File: config.mk
export PLATFORM = sky130hd
export DESIGN_NAME = tsq_ctrl
export DESIGN_NICKNAME = d
export VERILOG_FILES = /design/src/design/assert_macros.svh /design/src/design/tsq_pkg.sv /design/src/design/tsq_ctrl.sv
export SDC_FILE = /design/constraint.sdc
export NUM_CORES = 1
export LEC_CHECK = 0
export BUFFER_PORTS_ARGS = -buffer_cell sky130_fd_sc_hd__buf_2
export CAP_MARGIN = 20
export CELL_PAD_IN_SITES_DETAIL_PLACEMENT = 1
export CELL_PAD_IN_SITES_GLOBAL_PLACEMENT = 1
export CORE_MARGIN = 2
export CORE_UTILIZATION = 42
export DETAILED_ROUTE_END_ITERATION = 10
export PLACE_DENSITY_LB_ADDON = 0.1
export SLEW_MARGIN = 30
export SYNTH_ARGS = -nofsm -noshare
export SYNTH_HDL_FRONTEND = slang
export SYNTH_SLANG_ARGS = --single-unit
File: constraint.sdc
create_clock -name clk -period 6 [get_ports clk]
set_input_delay 0.3 -clock clk [delete_from_list [all_inputs] [get_ports clk]]
set_output_delay 0.3 -clock clk [all_outputs]
set_load 0.03 [all_outputs]
File: src/design/assert_macros.svh
// Assertion helpers, included by the core that checks its own logic.
`ifndef ASSERT_MACROS_SVH
`define ASSERT_MACROS_SVH

// Same-cycle implication, disabled while reset is high.
`define ASSERT_IMPL(lbl, clk, rst, ante, cons) \
  lbl: assert property (@(posedge clk) disable iff (rst) (ante) |-> (cons)) \
    else $error("same-cycle check failed");

// Next-cycle implication, disabled while reset is high.
`define ASSERT_NEXT(lbl, clk, rst, ante, cons) \
  lbl: assert property (@(posedge clk) disable iff (rst) (ante) |=> (cons)) \
    else $error("next-cycle check failed");

`endif

File: src/design/tsq_pkg.sv
package tsq_pkg;

  localparam int DEPTH  = 1024;
  localparam int ADDR_W = $clog2(DEPTH);
  localparam int CNT_W  = ADDR_W + 1;
  localparam int SUM_W  = CNT_W + 1;
  localparam int DATA_W = 32;
  localparam int OUT_TDATA_W = 40;

  localparam logic [DATA_W-1:0] EMPTY_VALUE = '1;

  localparam logic MODE_PUSH = 1'b0;
  localparam logic MODE_POP  = 1'b1;

  typedef enum logic [1:0] {
    STAT_PUSHED = 2'd0,
    STAT_POPPED = 2'd1,
    STAT_EMPTY  = 2'd2,
    STAT_FULL   = 2'd3
  } status_t;

  typedef enum logic [1:0] {
    ST_IDLE,
    ST_POP,
    ST_XFER
  } state_t;

  // One write port and one read port of a stack memory.
  typedef struct packed {
    logic              we;
    logic [ADDR_W-1:0] waddr;
    logic [DATA_W-1:0] wdata;
    logic              re;
    logic [ADDR_W-1:0] raddr;
  } mem_req_t;

endpackage

File: src/design/tsq_ctrl.sv
module tsq_ctrl import tsq_pkg::*; (
  input  logic                   clk,
  input  logic                   rst,
  input  logic                   s_tvalid,
  output logic                   s_tready,
  input  logic [DATA_W-1:0]      s_tdata,
  input  logic [0:0]             s_tuser,
  output logic                   m_tvalid,
  input  logic                   m_tready,
  output logic [OUT_TDATA_W-1:0] m_tdata,
  output logic [1:0]             m_tuser,
  output mem_req_t               in_req,
  input  logic [DATA_W-1:0]      in_rdata,
  output mem_req_t               out_req,
  input  logic [DATA_W-1:0]      out_rdata
);

  state_t            state, state_next;
  logic [CNT_W-1:0]  in_cnt, in_cnt_next;
  logic [CNT_W-1:0]  out_cnt, out_cnt_next;
  logic [CNT_W-1:0]  xfer_rd, xfer_rd_next;
  logic [CNT_W-1:0]  xfer_wr, xfer_wr_next;
  logic              rd_pend, rd_pend_next;
  logic              flag, flag_next;
  logic [DATA_W-1:0] exp_val, exp_next;

  logic              out_valid;
  status_t           out_status;
  logic [DATA_W-1:0] out_popped;
  logic              out_miss;
  logic              out_all;

  logic              res_load;
  status_t           res_status;
  logic [DATA_W-1:0] res_popped;
  logic              res_miss;

  logic              accept;
  logic              full;
  logic              xfer_last;
  logic [CNT_W-1:0]  in_top;

  assign s_tready  = (state == ST_IDLE) && (!out_valid || m_tready);
  assign accept    = s_tvalid && s_tready;
  assign full      = ({1'b0, in_cnt} + {1'b0, out_cnt}) >= SUM_W'(DEPTH);
  assign in_top    = in_cnt - CNT_W'(1);
  assign xfer_last = rd_pend && (xfer_wr == in_top);

  // Next state.
  always_comb begin
    state_next = state;
    case (state)
      ST_IDLE: begin
        if (accept && s_tuser[0] == MODE_POP) begin
          if (out_cnt != '0) begin
            state_next = ST_POP;
          end else if (in_cnt != '0) begin
            state_next = ST_XFER;
          end
        end
      end
      ST_POP: begin
        state_next = ST_IDLE;
      end
      ST_XFER: begin
        if (xfer_last) begin
          state_next = ST_IDLE;
        end
      end
      default: begin
        state_next = ST_IDLE;
      end
    endcase
  end

  // Memory requests, counters and the result of the current item.
  always_comb begin
    in_req       = '0;
    out_req      = '0;
    in_cnt_next  = in_cnt;
    out_cnt_next = out_cnt;
    xfer_rd_next = xfer_rd;
    xfer_wr_next = xfer_wr;
    rd_pend_next = 1'b0;
    exp_next     = exp_val;
    res_load     = 1'b0;
    res_status   = STAT_PUSHED;
    res_popped   = '0;
    res_miss     = 1'b0;
    case (state)
      ST_IDLE: begin
        if (accept) begin
          if (s_tuser[0] == MODE_PUSH) begin
            res_load = 1'b1;
            if (full) begin
              res_status = STAT_FULL;
            end else begin
              in_req.we    = 1'b1;
              in_req.waddr = in_cnt[ADDR_W-1:0];
              in_req.wdata = s_tdata;
              in_cnt_next  = in_cnt + CNT_W'(1);
            end
          end else begin
            exp_next = s_tdata;
            if (out_cnt != '0) begin
              out_req.re    = 1'b1;
              out_req.raddr = out_cnt[ADDR_W-1:0] - ADDR_W'(1);
              out_cnt_next  = out_cnt - CNT_W'(1);
            end else if (in_cnt != '0) begin
              xfer_rd_next = '0;
              xfer_wr_next = '0;
            end else begin
              res_load   = 1'b1;
              res_status = STAT_EMPTY;
              res_popped = EMPTY_VALUE;
              res_miss   = (s_tdata != EMPTY_VALUE);
            end
          end
        end
      end
      ST_POP: begin
        res_load   = 1'b1;
        res_status = STAT_POPPED;
        res_popped = out_rdata;
        res_miss   = (out_rdata != exp_val);
      end
      ST_XFER: begin
        // Reads walk the input stack from its top; each write follows once its read data is registered.
        if (xfer_rd != in_cnt) begin
          in_req.re    = 1'b1;
          in_req.raddr = in_top[ADDR_W-1:0] - xfer_rd[ADDR_W-1:0];
          xfer_rd_next = xfer_rd + CNT_W'(1);
          rd_pend_next = 1'b1;
        end
        if (xfer_last) begin
          // The oldest element is the one popped, so it is not stored.
          res_load     = 1'b1;
          res_status   = STAT_POPPED;
          res_popped   = in_rdata;
          res_miss     = (in_rdata != exp_val);
          out_cnt_next = in_top;
          in_cnt_next  = '0;
        end else if (rd_pend) begin
          out_req.we    = 1'b1;
          out_req.waddr = xfer_wr[ADDR_W-1:0];
          out_req.wdata = in_rdata;
          xfer_wr_next  = xfer_wr + CNT_W'(1);
        end
      end
      default: begin
      end
    endcase
    flag_next = flag && !res_miss;
  end

  always_ff @(posedge clk) begin
    if (rst) begin
      state     <= ST_IDLE;
      in_cnt    <= '0;
      out_cnt   <= '0;
      rd_pend   <= 1'b0;
      flag      <= 1'b1;
      out_valid <= 1'b0;
    end else begin
      state   <= state_next;
      in_cnt  <= in_cnt_next;
      out_cnt <= out_cnt_next;
      rd_pend <= rd_pend_next;
      flag    <= flag_next;
      if (res_load) begin
        out_valid <= 1'b1;
      end else if (m_tready) begin
        out_valid <= 1'b0;
      end
    end
  end

  always_ff @(posedge clk) begin
    xfer_rd <= xfer_rd_next;
    xfer_wr <= xfer_wr_next;
    exp_val <= exp_next;
    if (res_load) begin
      out_status <= res_status;
      out_popped <= res_popped;
      out_miss   <= res_miss;
      out_all    <= flag_next;
    end
  end

  assign m_tvalid = out_valid;
  assign m_tuser  = out_status;
  assign m_tdata  = {{(OUT_TDATA_W - DATA_W - 2){1'b0}}, out_all, out_miss, out_popped};

endmodule

==> metrics.md <==
| Metric | Value |
|---|---|
| GRT overflow | `0` |
| Pwr/cell area | `roughly 450 mW/mm^2` |
| Root buffer cell | `clkbuf_16` |
| Most common cell in the synthesized netlist | `xnor2_1` |
| Final Max Slew Viols | `0` |
| Slew margin rel. | `41.7%` |
| Worst r2r src | `in_cnt[0]` |
| Hold_buf cts | `0` |
| CP endpoint kind | `output pin` |
| Starting density of the core | `42.6%` |
| Detailed Place HPWL | `21300 um` |
| Reg2Reg Setup Slack | `2030 ps` |
| Post-synthesis sequential area ratio | `40.8%` |
| # DRC | `0` |
| Crit path required time | `5700 ps` |
| Share of the synthesized area in the top cell type | `34.0%` |
| Final net count | `about 1.2k` |
| Antenna-violating nets left | `0` |
| Core Region | `0.0186 sq mm` |
| Port Buffers | `246` |
| Post-Syn Instances | `856` |
| Fin. Hold Viols | `0` |
| Post-synth top area cell | `edfxtp_1` |
| Max-cap violation count | `0` |
| Syn avg cell area | `approximately 9 sq um` |
| CTS tree | `yes` |
| RSZ-0062 raised after global routing | `false` |
| Ranking of synthesized cells by area | `edfxtp_1 34%, xnor2_1 11%, dfxtp_1 6.8%` |
| Detail-routed via count per cell | `5.49` |
| Total die area | `0.0200 sq mm` |
| Setup TNS Final | `0 ps` |
| Worst IR Drop VDD | `about 0.32 mV` |
| Hold Crit Class | `primary input to flip-flop` |
| Clock buffer depth | `2` |
| Synth-to-Final Area Change | `25.1%` |
| Routability Congestion | `0.882` |
| WL/cell | `21.0 um` |
| Worst Hold Path EP | `exp_val[30]` |
| Hold path cells | `1` |
| Clock Sinks | `117` |
| CP arrival | `3870 ps` |
| Tot GR Track Use | `28.0%` |
| Layout cells sized above 1 | `29.2%` |
| Routed vias | `7300` |
| DIE HEIGHT | `roughly 140 um` |
| Resize count post-CTS | `0` |
| Post-synth EDFFs | `90` |
| Lkg Pwr | `4.35 nW` |
| CTS Buf Count | `17` |
| Hold_ws | `slightly above 90 ps` |
| Layout Skew | `roughly 10 ps` |
| Actual slew at the worst max-slew pin | `875 ps` |
| Seq cells post-synth | `117` |
| Ys Warns | `0` |
| Count of final setup violators | `0` |
| Max Clock Freq | `240 MHz` |
| Final min period | `~4200 ps` |
| Vias in the first global route | `7405` |
| Cell Area, Synth | `a little under 0.008 sq mm` |
| Final instance area | `0.00994 sq mm` |
| First-pass GRT wire length | `roughly 43000 um` |
| DRT Pass-1 Iters | `5` |
| Cell Area, Placed | `0.00930 sq mm` |
| Die width | `142 um` |
| Cell variety after synth | `62` |
| Fin crit share | `69.6%` |
| Antenna violations before repair | `1` |
| Largest net degree at the start of global routing | `45` |
| H-tree levels | `4` |
| Worst R2R End | `out_popped[2]` |
| Ys async rst share | `0%` |
| Crit Path Max Fanout | `9` |
| First DRT Iteration DRCs | `356` |
| Status | `finished clean` |
| Worst setup SP type | `flip-flop` |
| Total Wirelength | `between 20000 and 30000 um` |
| Placement Rows | `50` |
| Worst R2R Path Depth | `11` |
| Worst Min Path Start | `s_tdata[30]` |
| Most frequent cells after synthesis | `99 x xnor2_1, 91 x nand2_1, 90 x edfxtp_1` |
| # IOs | `253` |
| Clk_lat worst skew | `420 ps` |
| Clock transition at path regs | `60 ps` |
| Crit Path Class | `flip-flop to output pin` |
| Predominant post-synthesis flop cell | `edfxtp_1` |
| Post-CTS Setup Inserts | `0` |
## metal layers
| layer | vias to the layer above | GRT usage, % | part of all wire (%) |
|---|---|---|---|
| li1 | 3454 | - | - |
| met5 | - | 0 | 0 |
| met4 | 0 | 9.37 | 2.6 |
| met3 | 37 | 5.64 | 5.1 |
| met1 | 3596 | 31.8 | 39 |
| met2 | 213 | 52.1 | 53 |
## stage by stage
step / cells / total power, mW / utilization (%) / setup slack [ps]
after floorplan: 861 / 2.75 / - / 2240
after global placement: 1296 / 3.31 / 49.9 / 2150
after detailed placement: 1296 / 3.34 / 49.9 / 2060
after CTS: 1328 / 4.45 / 53.3 / 1870
after global routing: 1329 / 4.69 / 53.3 / 1640
final: 1329 / 4.43 / 53.3 / 1830
## area by class of cell
class / count / area (sq um)
Antenna cell: 1 / 2.50
Clock buffer: 20 / 457
Clock inverter: 12 / 178
Fill cell: 2245 / 8710
Inverter: 30 / 113
Multi-Input combinational cell: 658 / 4340
Sequential cell: 117 / 3240
Tap cell: 234 / 293
Timing Repair Buffer: 257 / 1310
## critical path: stages, from the launching register on
cell      delay [ps]
dfxtp_1          410
inv_1            150
ha_1             210
or4b_4           550
nor2_1           170
xor2_1           420
ha_1             360
o21ai_0          280
a211oi_1         110
or4_1            510
nand2_1           80
buf_2            190
## flip-flops by register name, summed over array words and instances (netlist names)
register	count
exp_val	32
out_popped	32
in_cnt	11
out_cnt	11
xfer_rd	11
xfer_wr	11
m_tuser	2
state	2
flag	1
m_tvalid	1
out_all	1
out_miss	1
rd_pend	1
## where the power goes
group / internal, mW / total, mW / switching [mW]
Combinational: 0.646 / 1.98 / 1.34
Sequential: 1.19 / 1.35 / 0.152
Clock: 0.717 / 1.10 / 0.385
Total: 2.56 / 4.43 / 1.88
## cells in the final DEF, fill, tap and decap left out, types with 3 or more instances in the layout
master,instances
or4_1,7
buf_2,246
a32o_1,4
a21boi_0,3
inv_1,29
or3_1,16
ha_1,25
nor3b_1,5
a211oi_1,7
o2111ai_1,5
clkbuf_16,17
nand3_1,51
bufinv_16,4
and2_1,72
nand2_1,91
edfxtp_1,90
nor3_1,21
nand2b_1,6
nor4_1,12
a22oi_1,4
clkinvlp_4,4
xor2_1,23
dfxtp_1,27
conb_1,6
a21o_1,6
buf_4,11
o21ai_0,19
nor2b_1,6
a21oi_1,23
xnor2_1,99
o22ai_1,6
a31oi_1,3
and2_4,17
nor2_1,49
and3_1,5
nand4_1,31
## cell families (layout without fill, tap and decap cells)
group	Yosys count	after routing	synth area share, %
other cells	1	7	0.0472
flops	117	117	40.8
mux	1	1	0.126
fa+ha+maj	27	27	4.44
simple gates	405	405	27.9
buf+inv	86	319	5.12
xor+xnor	122	122	13.5
compound gates	97	97	8.11
## worst max-delay path by stage
stage | end | start | slack, ps | cells past startpoint
after detailed placement | out_popped[31] | in_cnt[0] | 2060 | 11
final | in_req[9] | in_cnt[0] | 1830 | 11
after global routing | in_req[9] | in_cnt[0] | 1640 | 11
after global placement | out_popped[16] | in_cnt[0] | 2150 | 11
after floorplan | out_cnt[6] | m_tvalid | 2240 | 9
after CTS | in_req[9] | in_cnt[0] | 1870 | 11
(Power assumes the default switching activity.)
